==> src/design/twd_pkg.sv <==
// ----------------------------------------------------------------------------
// twd_pkg
// Shared types and codes for the task/worker dispatcher.
// ----------------------------------------------------------------------------
package twd_pkg;

    // event kinds
    localparam logic [1:0] FUNC_TASK  = 2'd0;
    localparam logic [1:0] FUNC_READY = 2'd1;
    localparam logic [1:0] FUNC_DONE  = 2'd2;

    localparam logic [10:0] CAP_RESET = 11'd1024;

    typedef struct packed {
        logic [1:0]  func;
        logic [31:0] task_id;
        logic [47:0] created_time;
        logic [47:0] now_time;
        logic [5:0]  worker_idx;
    } t_item;

    typedef struct packed {
        logic        dispatch_valid;
        logic [5:0]  dispatch_worker;
        logic [31:0] dispatch_task_id;
        logic [47:0] dispatch_created;
        logic        task_dropped;
        logic        worker_lost;
        logic [10:0] queue_fill;
        logic [6:0]  idle_workers;
        logic [31:0] processed_count;
        logic [31:0] dropped_count;
        logic [63:0] latency_total;
    } t_result;

    // one task queue entry
    typedef struct packed {
        logic [31:0] task_id;
        logic [47:0] created_time;
    } t_task;

    typedef struct packed {
        logic push;
        logic pop;
    } t_fifo_ctl;

endpackage

==> src/design/twd_fifo.sv <==
// ----------------------------------------------------------------------------
// twd_fifo
// Memory-based fifo with a prefetched head register; the head is valid
// whenever the count is nonzero, including right after a push into empty.
// ----------------------------------------------------------------------------
module twd_fifo #(
    parameter int WIDTH = 6,
    parameter int DEPTH = 64
) (
    input  logic                           i_clk,
    input  logic                           i_rst_n,
    input  twd_pkg::t_fifo_ctl             i_ctl,
    input  logic [WIDTH-1:0]               i_push_data,
    output logic [WIDTH-1:0]               o_head,
    output logic [$clog2(DEPTH+1)-1:0]     o_count
);

    localparam int AW = (DEPTH > 1) ? $clog2(DEPTH) : 1;
    localparam int CW = $clog2(DEPTH + 1);
    localparam logic [AW-1:0] LAST = AW'(DEPTH - 1);

    logic [WIDTH-1:0] r_mem [DEPTH];
    logic [AW-1:0]    r_wr_ptr, n_wr_ptr;
    logic [AW-1:0]    r_rd_ptr, n_rd_ptr;
    logic [CW-1:0]    r_count, n_count;
    logic [WIDTH-1:0] r_mem_q;
    logic [WIDTH-1:0] r_byp_data;
    logic             r_byp, n_byp;

    always_comb begin
        n_wr_ptr = r_wr_ptr;
        n_rd_ptr = r_rd_ptr;
        if (i_ctl.push) begin
            n_wr_ptr = (r_wr_ptr == LAST) ? '0 : r_wr_ptr + AW'(1);
        end
        if (i_ctl.pop) begin
            n_rd_ptr = (r_rd_ptr == LAST) ? '0 : r_rd_ptr + AW'(1);
        end
        n_count = r_count + CW'(i_ctl.push) - CW'(i_ctl.pop);
        // a write landing on the next head slot is forwarded
        n_byp   = i_ctl.push && (r_wr_ptr == n_rd_ptr);
    end

    always_ff @(posedge i_clk) begin
        if (i_ctl.push) begin
            r_mem[r_wr_ptr] <= i_push_data;
        end
        r_mem_q    <= r_mem[n_rd_ptr];
        r_byp_data <= i_push_data;
    end

    always_ff @(posedge i_clk) begin
        if (!i_rst_n) begin
            r_wr_ptr <= '0;
            r_rd_ptr <= '0;
            r_count  <= '0;
            r_byp    <= 1'b0;
        end else begin
            r_wr_ptr <= n_wr_ptr;
            r_rd_ptr <= n_rd_ptr;
            r_count  <= n_count;
            r_byp    <= n_byp;
        end
    end

    assign o_head  = r_byp ? r_byp_data : r_mem_q;
    assign o_count = r_count;

endmodule

==> config.mk <==
export PLATFORM = sky130hd
export DESIGN_NAME = twd_fifo
export DESIGN_NICKNAME = d
export VERILOG_FILES = /design/src/design/twd_pkg.sv /design/src/design/twd_fifo.sv
export SDC_FILE = /design/constraint.sdc
export NUM_CORES = 1
export LEC_CHECK = 0
export BUFFER_PORTS_ARGS = -buffer_cell sky130_fd_sc_hd__buf_2
export CAP_MARGIN = 25
export CORE_ASPECT_RATIO = 1.25
export CORE_MARGIN = 8
export CORE_UTILIZATION = 63
export CTS_CLUSTER_DIAMETER = 120
export DETAILED_ROUTE_END_ITERATION = 10
export PLACE_DENSITY = 0.8
export SYNTH_ARGS = -nofsm -noshare
export SYNTH_HDL_FRONTEND = slang
export SYNTH_SLANG_ARGS = --single-unit
==> constraint.sdc <==
create_clock -name i_clk -period 3.5 [get_ports i_clk]
set_clock_uncertainty 0.2 [all_clocks]
set_input_delay 0.35 -clock i_clk [delete_from_list [all_inputs] [get_ports i_clk]]
set_output_delay 0.35 -clock i_clk [all_outputs]
set_load 0.03 [all_outputs]
==> results.md <==
- #FFs+latches synth: 416
- Metal3 WL: between 3000 and 4000 microns
- Tmin final: 3290 ps
- Syn Area/Cell: ~14 sq um
- Total number of vias: approximately 11000
- Crit path launch type: flip-flop
- Num CTS Buffers: 38
- Req. time, crit path: ~3700 ps
- Layout cells sized above 1: 0.119
- Critical Path AT: approximately 3500 ps
- Starting Density: 0.640
- Hold Path Class: input port to flip-flop
- P&R area growth vs syn: 10.1%
- Sequential cell area: 12200 sq um
- First-pass GRT wire length: 61200 microns
- IO Port Bufs: 22
- CTS resizes: 0
- Setup repair after global routing missed its margin: no
- M1 WL: 14700 microns
- # diodes: 0
- WL/cell: 24.7 microns
- Distinct cells, synth: 50
- EDFF count, synth: 384
- Later-pin clock latency in the skew report: 520 ps
- Fillcell total: 1663
- Pwr per Cell Area: 597 nW/um^2
- Post-Synth Simple-Gate Area: 0.131
- HPWL after DPL: 25000 microns
- Pin count of the biggest net entering global routing: between 70 and 80
- Mapped Area: 17100 sq um
- Crit-path max FO: 64
- CTS tree: yes
- # IOs: 23
- GPL Wtd Cong: a little over 0.9
- Main combinational cell family by area after synthesis: simple AND/OR/NAND/NOR gates
- Drt pass-1 iters: 5
- Max-cap violations: 0
- Residual DRC: 0
- Async set or reset register ratio after synthesis: 0
- Run status: complete, no violations
- Register area share after synthesis: 0.711
- Total setup buffers inserted after CTS: 0
- Row count: 67
- Synth warn: 0
- CP max stage cell: dfxtp_1
- Compound-Gate Fraction of Synth Area: 0.0454
- CTS HTree Levels: 2
- Clock Path Buffers: 3
- Post-synthesis adder-cell area fraction: 0.00774
- Footprint of the multi-input gates: 4500 sq um
- Total GRT Usage: 0.246
- Antenna-violating nets left: 0
- Setup TNS Final: 0 ps
- Initial antenna violation count: 1
- CP max stage delay: 450 ps
- Die Y: 200 microns
- CP Cell Sequence: ha_1 > nand4_1 > o21ai_4 > buf_12 > buf_4 > nand3_1 > a311oi_1 > a22oi_1 > o32ai_1 > o221ai_1
- Die area: 32800 sq um
- Fin nets: 1278
- Met2 WL: 20200 microns
- Via/cell ratio: between 6 and 7
- R2R Setup Slk: 210 ps
- Initial drt markers: 1129
- Clk sinks: 416
- GRT overflow: 0
- Final Cell Area: 18900 sq um
- Worst Setup End Kind: flip-flop
- Mapped Nets: 1257
- Cell count after synthesis: ~1200
- Worst vdd ir: between 0.0005 and 0.0006 V
- Fmax: 304 MHz
- WS Path Type: flip-flop to flip-flop
- Pins Over Slew Limit: 0
- Hold Fails Final Rpt: 0
- Leakage: around 0.0065 uW
- Placed cell area: 17600 sq um
- Die X-Extent: 163 microns
- Clock root cell: clkbuf_16
- # setup viols final: 0
- Most used DFF post-synth: edfxtp_1
- DR top layer: met5
- Core Box Area: 26700 sq um
- Vias in the first global route: 10400
- Final Cycle Share: 0.941
- Worst-Margin Slew: 1060 ps
- Post-Route WL: around 40000 microns
- Reg clk slew, reported paths: 70 ps
- Mux share of post-synthesis cell area: 0.0652
- Max_slew headroom: 0.290
- Cts hold-fix bufs: 0
- Xor-xnor portion of the synthesized cell area: 0.0112
routing by layer:
metal | vias to the layer above | global-route usage
met4 | 2 | 0.116
met2 | 642 | 0.409
li1 | 4631 | -
met5 | - | 0
met3 | 137 | 0.0433
met1 | 5122 | 0.307
registers in the layout, indices dropped and copies added (netlist names):
signal and count:
r_mem 384, o_count 7, r_byp_data 6, r_mem_q 6
r_rd_ptr 6, r_wr_ptr 6, r_byp 1
power breakdown:
group	internal [uW]	total [uW]	switching, uW
registers	5500	5560	60.8
clock network	2440	4200	1760
logic	555	1510	958
cell families after synthesis:
group / count (synthesis)
mux: 84
simple gates: 512
buf+inv: 87
fa+ha+maj: 10
flops: 416
compound gates: 107
xor+xnor: 21
area by class of cell:
type                       instances  area share
inverter                          10     0.00199
tap                              345      0.0229
multi-input combinational        734       0.239
sequential                       416       0.645
timing repair buffer              58      0.0241
clock buffer                      49      0.0560
clock inverter                    20      0.0109
critical path, delay by kind of cell (launching register included):
kind,cells,cell delay [ps]
flip-flops,1,450
buffers and inverters,2,690
AO/OA/AOI/OAI,5,1230
AND/OR/NAND/NOR,2,300
adder cells (fa/ha/maj),1,230
cell usage in the layout (no fill, tap or decap), types with 6 or more instances in the layout:
| cell type | synthesis | layout |
|---|---|---|
| buf_12 | 0 | 6 |
| and2_1 | 14 | 14 |
| nand3_1 | 116 | 116 |
| nand2_1 | 259 | 259 |
| nand4_1 | 11 | 11 |
| a21oi_1 | 25 | 24 |
| a22oi_1 | 6 | 6 |
| o21ai_0 | 6 | 6 |
| o221ai_1 | 10 | 10 |
| xnor2_1 | 15 | 14 |
| nor2_1 | 72 | 72 |
| ha_1 | 9 | 9 |
| clkinv_1 | 0 | 6 |
| and3_1 | 15 | 15 |
| mux2_2 | 6 | 6 |
| mux2i_1 | 56 | 56 |
| mux4_2 | 20 | 20 |
| nor2b_1 | 6 | 6 |
| buf_2 | 28 | 22 |
| dfxtp_1 | 32 | 32 |
| clkbuf_16 | 0 | 41 |
| clkbuf_1 | 24 | 8 |
| clkinv_2 | 0 | 7 |
| a311oi_1 | 23 | 23 |
| inv_1 | 10 | 10 |
| edfxtp_1 | 384 | 384 |
| a31oi_1 | 11 | 11 |
| buf_4 | 11 | 30 |
synth_stat cells (all sizes together) (7+ instances only):
library cell,instances,share of area
o221ai,10,0.0051
clkbuf,24,0.0053
edfxtp,384,0.67
inv,10,0.0022
nor2,72,0.016
buf,53,0.022
and3,15,0.0055
xnor2,15,0.0077
a31oi,11,0.0040
and2,14,0.0051
ha,9,0.0066
nand4,11,0.0040
a21oi,25,0.0073
mux2i,57,0.034
o21ai,7,0.0023
mux4,20,0.026
a311oi,23,0.012
nand2,259,0.057
mux2,7,0.0048
dfxtp,32,0.037
nand3,116,0.034
path summary, 6_finish.rpt:
| check | from | to | cells past startpoint |
|---|---|---|---|
| worst max-delay path | r_rd_ptr[1]$_SDFF_PN0_ | r_mem_q[2]$_DFF_P_ | 10 |
| worst max register to register | r_rd_ptr[1]$_SDFF_PN0_ | r_mem_q[2]$_DFF_P_ | 10 |
| worst min register to register | o_count[6]$_SDFF_PN0_ | o_count[6]$_SDFF_PN0_ | 3 |
| worst min-delay path | i_rst_n | r_rd_ptr[3]$_SDFF_PN0_ | 2 |
through the flow:
stage                util  power, uW  setup slack, ps  hold WS, ps  std cells
CTS                 0.705      11300              267         40.8       1632
floorplan               -       6710              905          178       1237
finish              0.705      11300              208         59.8       1632
global route        0.705      11600             63.9         66.2       1632
detailed placement  0.658       7160              260          470       1563
global placement    0.657       7120              343          449       1562
(Power assumes the default switching activity.)
