==> config.mk <==
export PLATFORM = sky130hd
export DESIGN_NAME = twd_core
export DESIGN_NICKNAME = d
export VERILOG_FILES = /design/src/design/twd_pkg.sv /design/src/design/twd_core.sv
export SDC_FILE = /design/constraint.sdc
export NUM_CORES = 1
export LEC_CHECK = 0
export ABC_AREA = 0
export BUFFER_PORTS_ARGS = -buffer_cell sky130_fd_sc_hd__buf_2
export CORE_AREA = 8 8 209 211
export DETAILED_ROUTE_END_ITERATION = 8
export DIE_AREA = 0 0 217 219
export GPL_TIMING_DRIVEN = 0
export PLACE_DENSITY_LB_ADDON = 0.3
export SYNTH_ARGS = -nofsm -noshare
export SYNTH_HDL_FRONTEND = slang
export SYNTH_SLANG_ARGS = --single-unit
==> constraint.sdc <==
create_clock -name i_clk -period 17.15 [get_ports i_clk]
set_input_delay 2.5725 -clock i_clk [delete_from_list [all_inputs] [get_ports i_clk]]
set_output_delay 2.5725 -clock i_clk [all_outputs]
set_load 0.005 [all_outputs]
==> src/design/twd_pkg.sv <==
// ----------------------------------------------------------------------------
// twd_pkg
// Shared types and codes for the task/worker dispatcher.
// ----------------------------------------------------------------------------
package twd_pkg;

    // event kinds
    localparam logic [1:0] FUNC_TASK  = 2'd0;
    localparam logic [1:0] FUNC_READY = 2'd1;
    localparam logic [1:0] FUNC_DONE  = 2'd2;

    localparam logic [10:0] CAP_RESET = 11'd1024;

    typedef struct packed {
        logic [1:0]  func;
        logic [31:0] task_id;
        logic [47:0] created_time;
        logic [47:0] now_time;
        logic [5:0]  worker_idx;
    } t_item;

    typedef struct packed {
        logic        dispatch_valid;
        logic [5:0]  dispatch_worker;
        logic [31:0] dispatch_task_id;
        logic [47:0] dispatch_created;
        logic        task_dropped;
        logic        worker_lost;
        logic [10:0] queue_fill;
        logic [6:0]  idle_workers;
        logic [31:0] processed_count;
        logic [31:0] dropped_count;
        logic [63:0] latency_total;
    } t_result;

    // one task queue entry
    typedef struct packed {
        logic [31:0] task_id;
        logic [47:0] created_time;
    } t_task;

    typedef struct packed {
        logic push;
        logic pop;
    } t_fifo_ctl;

endpackage

==> src/design/twd_core.sv <==
// ----------------------------------------------------------------------------
// twd_core
// Decode, dispatch pairing and running totals, one event per cycle of i_fire.
// ----------------------------------------------------------------------------
module twd_core #(
    parameter int TASK_DEPTH   = 1024,
    parameter int WORKER_DEPTH = 64
) (
    input  logic                                i_clk,
    input  logic                                i_rst_n,
    input  logic                                i_fire,
    input  twd_pkg::t_item                      i_item,
    input  logic [63:0]                         i_lat_delta,
    input  logic [10:0]                         i_cap,
    input  logic [$clog2(TASK_DEPTH+1)-1:0]     i_task_count,
    input  twd_pkg::t_task                      i_task_head,
    input  logic [$clog2(WORKER_DEPTH+1)-1:0]   i_idle_count,
    input  logic [5:0]                          i_idle_head,
    output twd_pkg::t_fifo_ctl                  o_task_ctl,
    output twd_pkg::t_fifo_ctl                  o_idle_ctl,
    output twd_pkg::t_result                    o_result
);

    localparam int TCW  = $clog2(TASK_DEPTH + 1);
    localparam int WCW  = $clog2(WORKER_DEPTH + 1);
    localparam int CMPW = (TCW > 11) ? TCW : 11;

    logic [CMPW-1:0] cap_ext, depth_ext, cap_eff;
    logic            is_task, is_worker, is_done;
    logic            task_full, idle_full;
    logic            task_in, idle_in, disp_task, disp_worker;
    logic [TCW-1:0]  n_task_count;
    logic [WCW-1:0]  n_idle_count;
    logic [31:0]     r_processed, n_processed;
    logic [31:0]     r_dropped, n_dropped;
    logic [63:0]     r_latency, n_latency;

    always_comb begin
        cap_ext   = CMPW'(i_cap);
        depth_ext = CMPW'(TASK_DEPTH);
        cap_eff   = (cap_ext > depth_ext) ? depth_ext : cap_ext;

        is_task   = (i_item.func == twd_pkg::FUNC_TASK);
        is_done   = (i_item.func == twd_pkg::FUNC_DONE);
        is_worker = (i_item.func == twd_pkg::FUNC_READY) || is_done;

        task_full = CMPW'(i_task_count) >= cap_eff;
        idle_full = i_idle_count >= WCW'(WORKER_DEPTH);
        task_in   = is_task && !task_full;
        idle_in   = is_worker && !idle_full;

        // at most one queue is nonempty between events, so a dispatch
        // always involves the item that arrives now
        disp_task   = task_in && (i_idle_count != '0);
        disp_worker = idle_in && (i_task_count != '0);

        o_task_ctl.push = i_fire && task_in && !disp_task;
        o_task_ctl.pop  = i_fire && disp_worker;
        o_idle_ctl.push = i_fire && idle_in && !disp_worker;
        o_idle_ctl.pop  = i_fire && disp_task;

        n_task_count = i_task_count + TCW'(task_in && !disp_task) - TCW'(disp_worker);
        n_idle_count = i_idle_count + WCW'(idle_in && !disp_worker) - WCW'(disp_task);

        n_processed = r_processed + 32'(is_done);
        n_dropped   = r_dropped + 32'(is_task && task_full);
        n_latency   = is_done ? (r_latency + i_lat_delta) : r_latency;

        o_result                  = '0;
        o_result.dispatch_valid   = disp_task || disp_worker;
        if (disp_task) begin
            o_result.dispatch_worker  = i_idle_head;
            o_result.dispatch_task_id = i_item.task_id;
            o_result.dispatch_created = i_item.created_time;
        end else if (disp_worker) begin
            o_result.dispatch_worker  = i_item.worker_idx;
            o_result.dispatch_task_id = i_task_head.task_id;
            o_result.dispatch_created = i_task_head.created_time;
        end
        o_result.task_dropped    = is_task && task_full;
        o_result.worker_lost     = is_worker && idle_full;
        o_result.queue_fill      = 11'(n_task_count);
        o_result.idle_workers    = 7'(n_idle_count);
        o_result.processed_count = n_processed;
        o_result.dropped_count   = n_dropped;
        o_result.latency_total   = n_latency;
    end

    always_ff @(posedge i_clk) begin
        if (!i_rst_n) begin
            r_processed <= '0;
            r_dropped   <= '0;
            r_latency   <= '0;
        end else if (i_fire) begin
            r_processed <= n_processed;
            r_dropped   <= n_dropped;
            r_latency   <= n_latency;
        end
    end

endmodule

==> results.cfg <==
[clocking]
insertion_delay_ns = 0.44
ctsRootBufferMaster = clkbuf_16
ctsResizeCount = 0
clk_transition_reported_paths_ns = 0.06
cts_tree = done
cts_buffer_depth = 2
cts.sinks = 128
htreeDepth = 4
cts_made_buffers = 17
post_cts_buffers = 0
holdBufCountCts = 0

[sta]
skew_ns = 0.0112
report.final.slew_viol_count = 0
worst_slew_pin_slew_ns = 1.03
hold_viol_final = 0
rsz0062_at_grt = false
fmax_mhz = 100
fin_crit_sh = 0.582
slew_headroom = 0.293
fin_ws_ns = 7.17
setup_viol = 0
layout_min_cycle_time_ns = 9.98
setup_tns_ns = 0

[die]
die_w_um = 217
dieHeight_um = 219
die_area_mm2 = 0.0475
core_mm2 = 0.0404
io_pins = 557
initial_core_util = 0.327
rows = 74

[setup_path]
startpoint_type = input pin
crit_path_max_fanout = 10
critPathArrivalTime_ns = 7.40
cp-end-kind = output port
worstPathRequired_ns = 14.58
crit_buf_inv = 5
critPathTopFamily = simple AND/OR/NAND/NOR gates
slowest_stage = a21boi_0
critical_path_class = input pin to output port
cpPeakStageDelay_ns = 0.82
cpMostUsedCell = a21o_1

[synthesis]
yosys_warnings = 0
synthesis.nets = 2176
synth_cells = 1751
synthXorXnorAreaFrac = 0.127
avgSynthCellArea_um2 = 7.54
yosysSeqAreaShare = 0.194
synth_flop_cell = dfxtp_1
synth_compound_gate_area_share = 0.157
yosys.area_share.simple = 0.206
ys_async_sr_fraction = 0
synth_edf_count = 0
synthAdderAreaFrac = 0.103
ys_types = 77
synth_top_family_by_area = simple AND/OR/NAND/NOR gates
muxShareOfSynthArea = 0.139
synth-seq-cells = 128
syn_area_mm2 = 0.0132

[grt]
grt_util_met3 = 0.0523
grt_pass1_wl_mm = 88.2
grtUsageTotal = 0.241
grt_start_max_net_pins = 17
grt_use_met1 = 0.288
gr-total-overflow = 0
antenna_found_initial = 12
met2_usage = 0.430
first_global_vias = 14500
top_usage_layer = met2

[pwr]
clkPwrFrac = 0.368
powerDensity_mw_per_mm2 = 60.6
power_frac_seq = 0.301
p_switching_uw = 361
intPower_uw = 669
power_frac_comb = 0.330
vdd_drop_max_uv = 68.2
swShare = 0.350
leakage_uw = 0.00870

[placed_design]
place_congestion = 1.07
dp_hpwl_mm = 51.5
io_buffers = 506
place_ws_ns = 7.03

[routing]
totalWireLength_mm = 60.1
dr.pass1.iters = 5
drt-vias-per-instance = 5.08
vias = 14400
antenna_left = 0
post-route-drc-count = 0
drt_iter0_markers = 744
wl_per_cell_um = 21.3

[finish]
drive_above_1_share = 0.288
fin_nets = 2701
area_growth_pct = 28.8

[outcome]
status = finished clean

[hold_path]
min_path_type = flop to flop

[run]
drv_cap = 0
tightest hold or removal path: cells and delay by family, from the launching register on:
kind / cells / cell delay (ns)
DFF: 1 / 0.32
and+or+nand+nor: 1 / 0.05
AOI/OAI and AO/OA: 1 / 0.05
flip-flops by register name (all words and copies together) (netlist names):
name / count
r_latency: 64
r_dropped: 32
r_processed: 32
power by group through the flow:
stage / combinational, µW / clock [µW] / sequential, µW
after detailed placement: 341 / 0 / 317
after global routing: 372 / 400 / 311
after CTS: 343 / 386 / 310
after floorplan: 192 / 0 / 315
final: 340 / 379 / 311
after global placement: 338 / 0 / 317
cells in the mapped netlist, types with 5 or more instances:
cell type,count,area share
a211oi_1,11,0.0063
clkbuf_1,66,0.019
a31oi_1,9,0.0043
and2_1,13,0.0062
nand2b_1,6,0.0028
dfxtp_1,128,0.19
and3_1,32,0.015
buf_2,15,0.0057
xor2_1,96,0.064
o21a_1,9,0.0051
o21bai_1,19,0.011
nor2b_1,7,0.0033
a31o_2,8,0.0053
nor2_1,140,0.040
and4_1,8,0.0053
o211ai_1,7,0.0040
o21ai_0,38,0.014
mux2_2,58,0.049
ha_1,104,0.099
a21o_1,52,0.030
or3_1,12,0.0057
buf_1,8,0.0023
xnor2_1,95,0.063
o31ai_1,5,0.0028
mux2i_1,116,0.088
nand3_1,57,0.022
a21boi_0,8,0.0045
inv_1,138,0.039
nor3_1,15,0.0057
a21oi_1,120,0.045
nand4_1,35,0.017
nand2_1,245,0.070
stage by stage:
stage	cells	total power (µW)	area (µm²)	util	hold slack (ns)
6_report	2824	1030	17000	0.421	0.478
5_1_grt	2823	1080	17000	0.421	0.493
3_5_place_dp	2789	658	16400	0.406	0.470
2_1_floorplan	1751	507	13200	-	0.451
4_1_cts	2821	1040	17000	0.421	0.479
3_3_place_gp	2789	655	16400	0.406	0.457
path summary, 6_finish.rpt:
kind | to | cells after the start | slack [ns] | start
worst min-delay path | r_latency[31]$_SDFFE_PN0P_ | 2 | 0.48 | r_latency[31]$_SDFFE_PN0P_
worst min register to register | r_latency[31]$_SDFFE_PN0P_ | 2 | 0.48 | r_latency[31]$_SDFFE_PN0P_
worst max-delay path | o_result[95] | 25 | 7.17 | i_cap[10]
worst max register to register | r_latency[61]$_SDFFE_PN0P_ | 11 | 13.19 | r_latency[10]$_SDFFE_PN0P_
cells by family (layout without fill, tap and decap cells):
logic type | Yosys count | after routing
and+or+nand+nor | 594 | 594
AOI/OAI and AO/OA | 317 | 317
buffers and inverters | 239 | 777
xor gates and xnor gates | 191 | 191
muxes | 175 | 175
DFF | 128 | 128
adders and majority gates | 107 | 107
other | 0 | 3
per-layer routing:
metal | vias to the layer above | wire [µm]
li1 | 7034 | -
met3 | 74 | 3940
met1 | 6718 | 25200
met4 | 10 | 1470
met2 | 521 | 29500
met5 | - | 67
cell usage in the layout (no fill, tap or decap), types with 38 or more instances in the layout:
master    count
xor2_1       96
mux2i_1     116
a21oi_1     120
clkbuf_1     67
o21ai_0      38
nand2_1     245
nor2_1      140
buf_2       521
ha_1        104
xnor2_1      95
mux2_2       58
nand3_1      57
dfxtp_1     128
a21o_1       52
inv_1       138
layout make-up:
class	count	area (µm²)
Multi-Input combinational cell	1384	9660
Tap cell	532	666
Antenna cell	3	7.51
Clock inverter	13	153
Timing Repair Buffer	506	2530
Inverter	139	522
Buffer	100	460
Clock buffer	19	443
Sequential cell	128	2560
Fill cell	4303	23400
(Power assumes the default switching activity.)
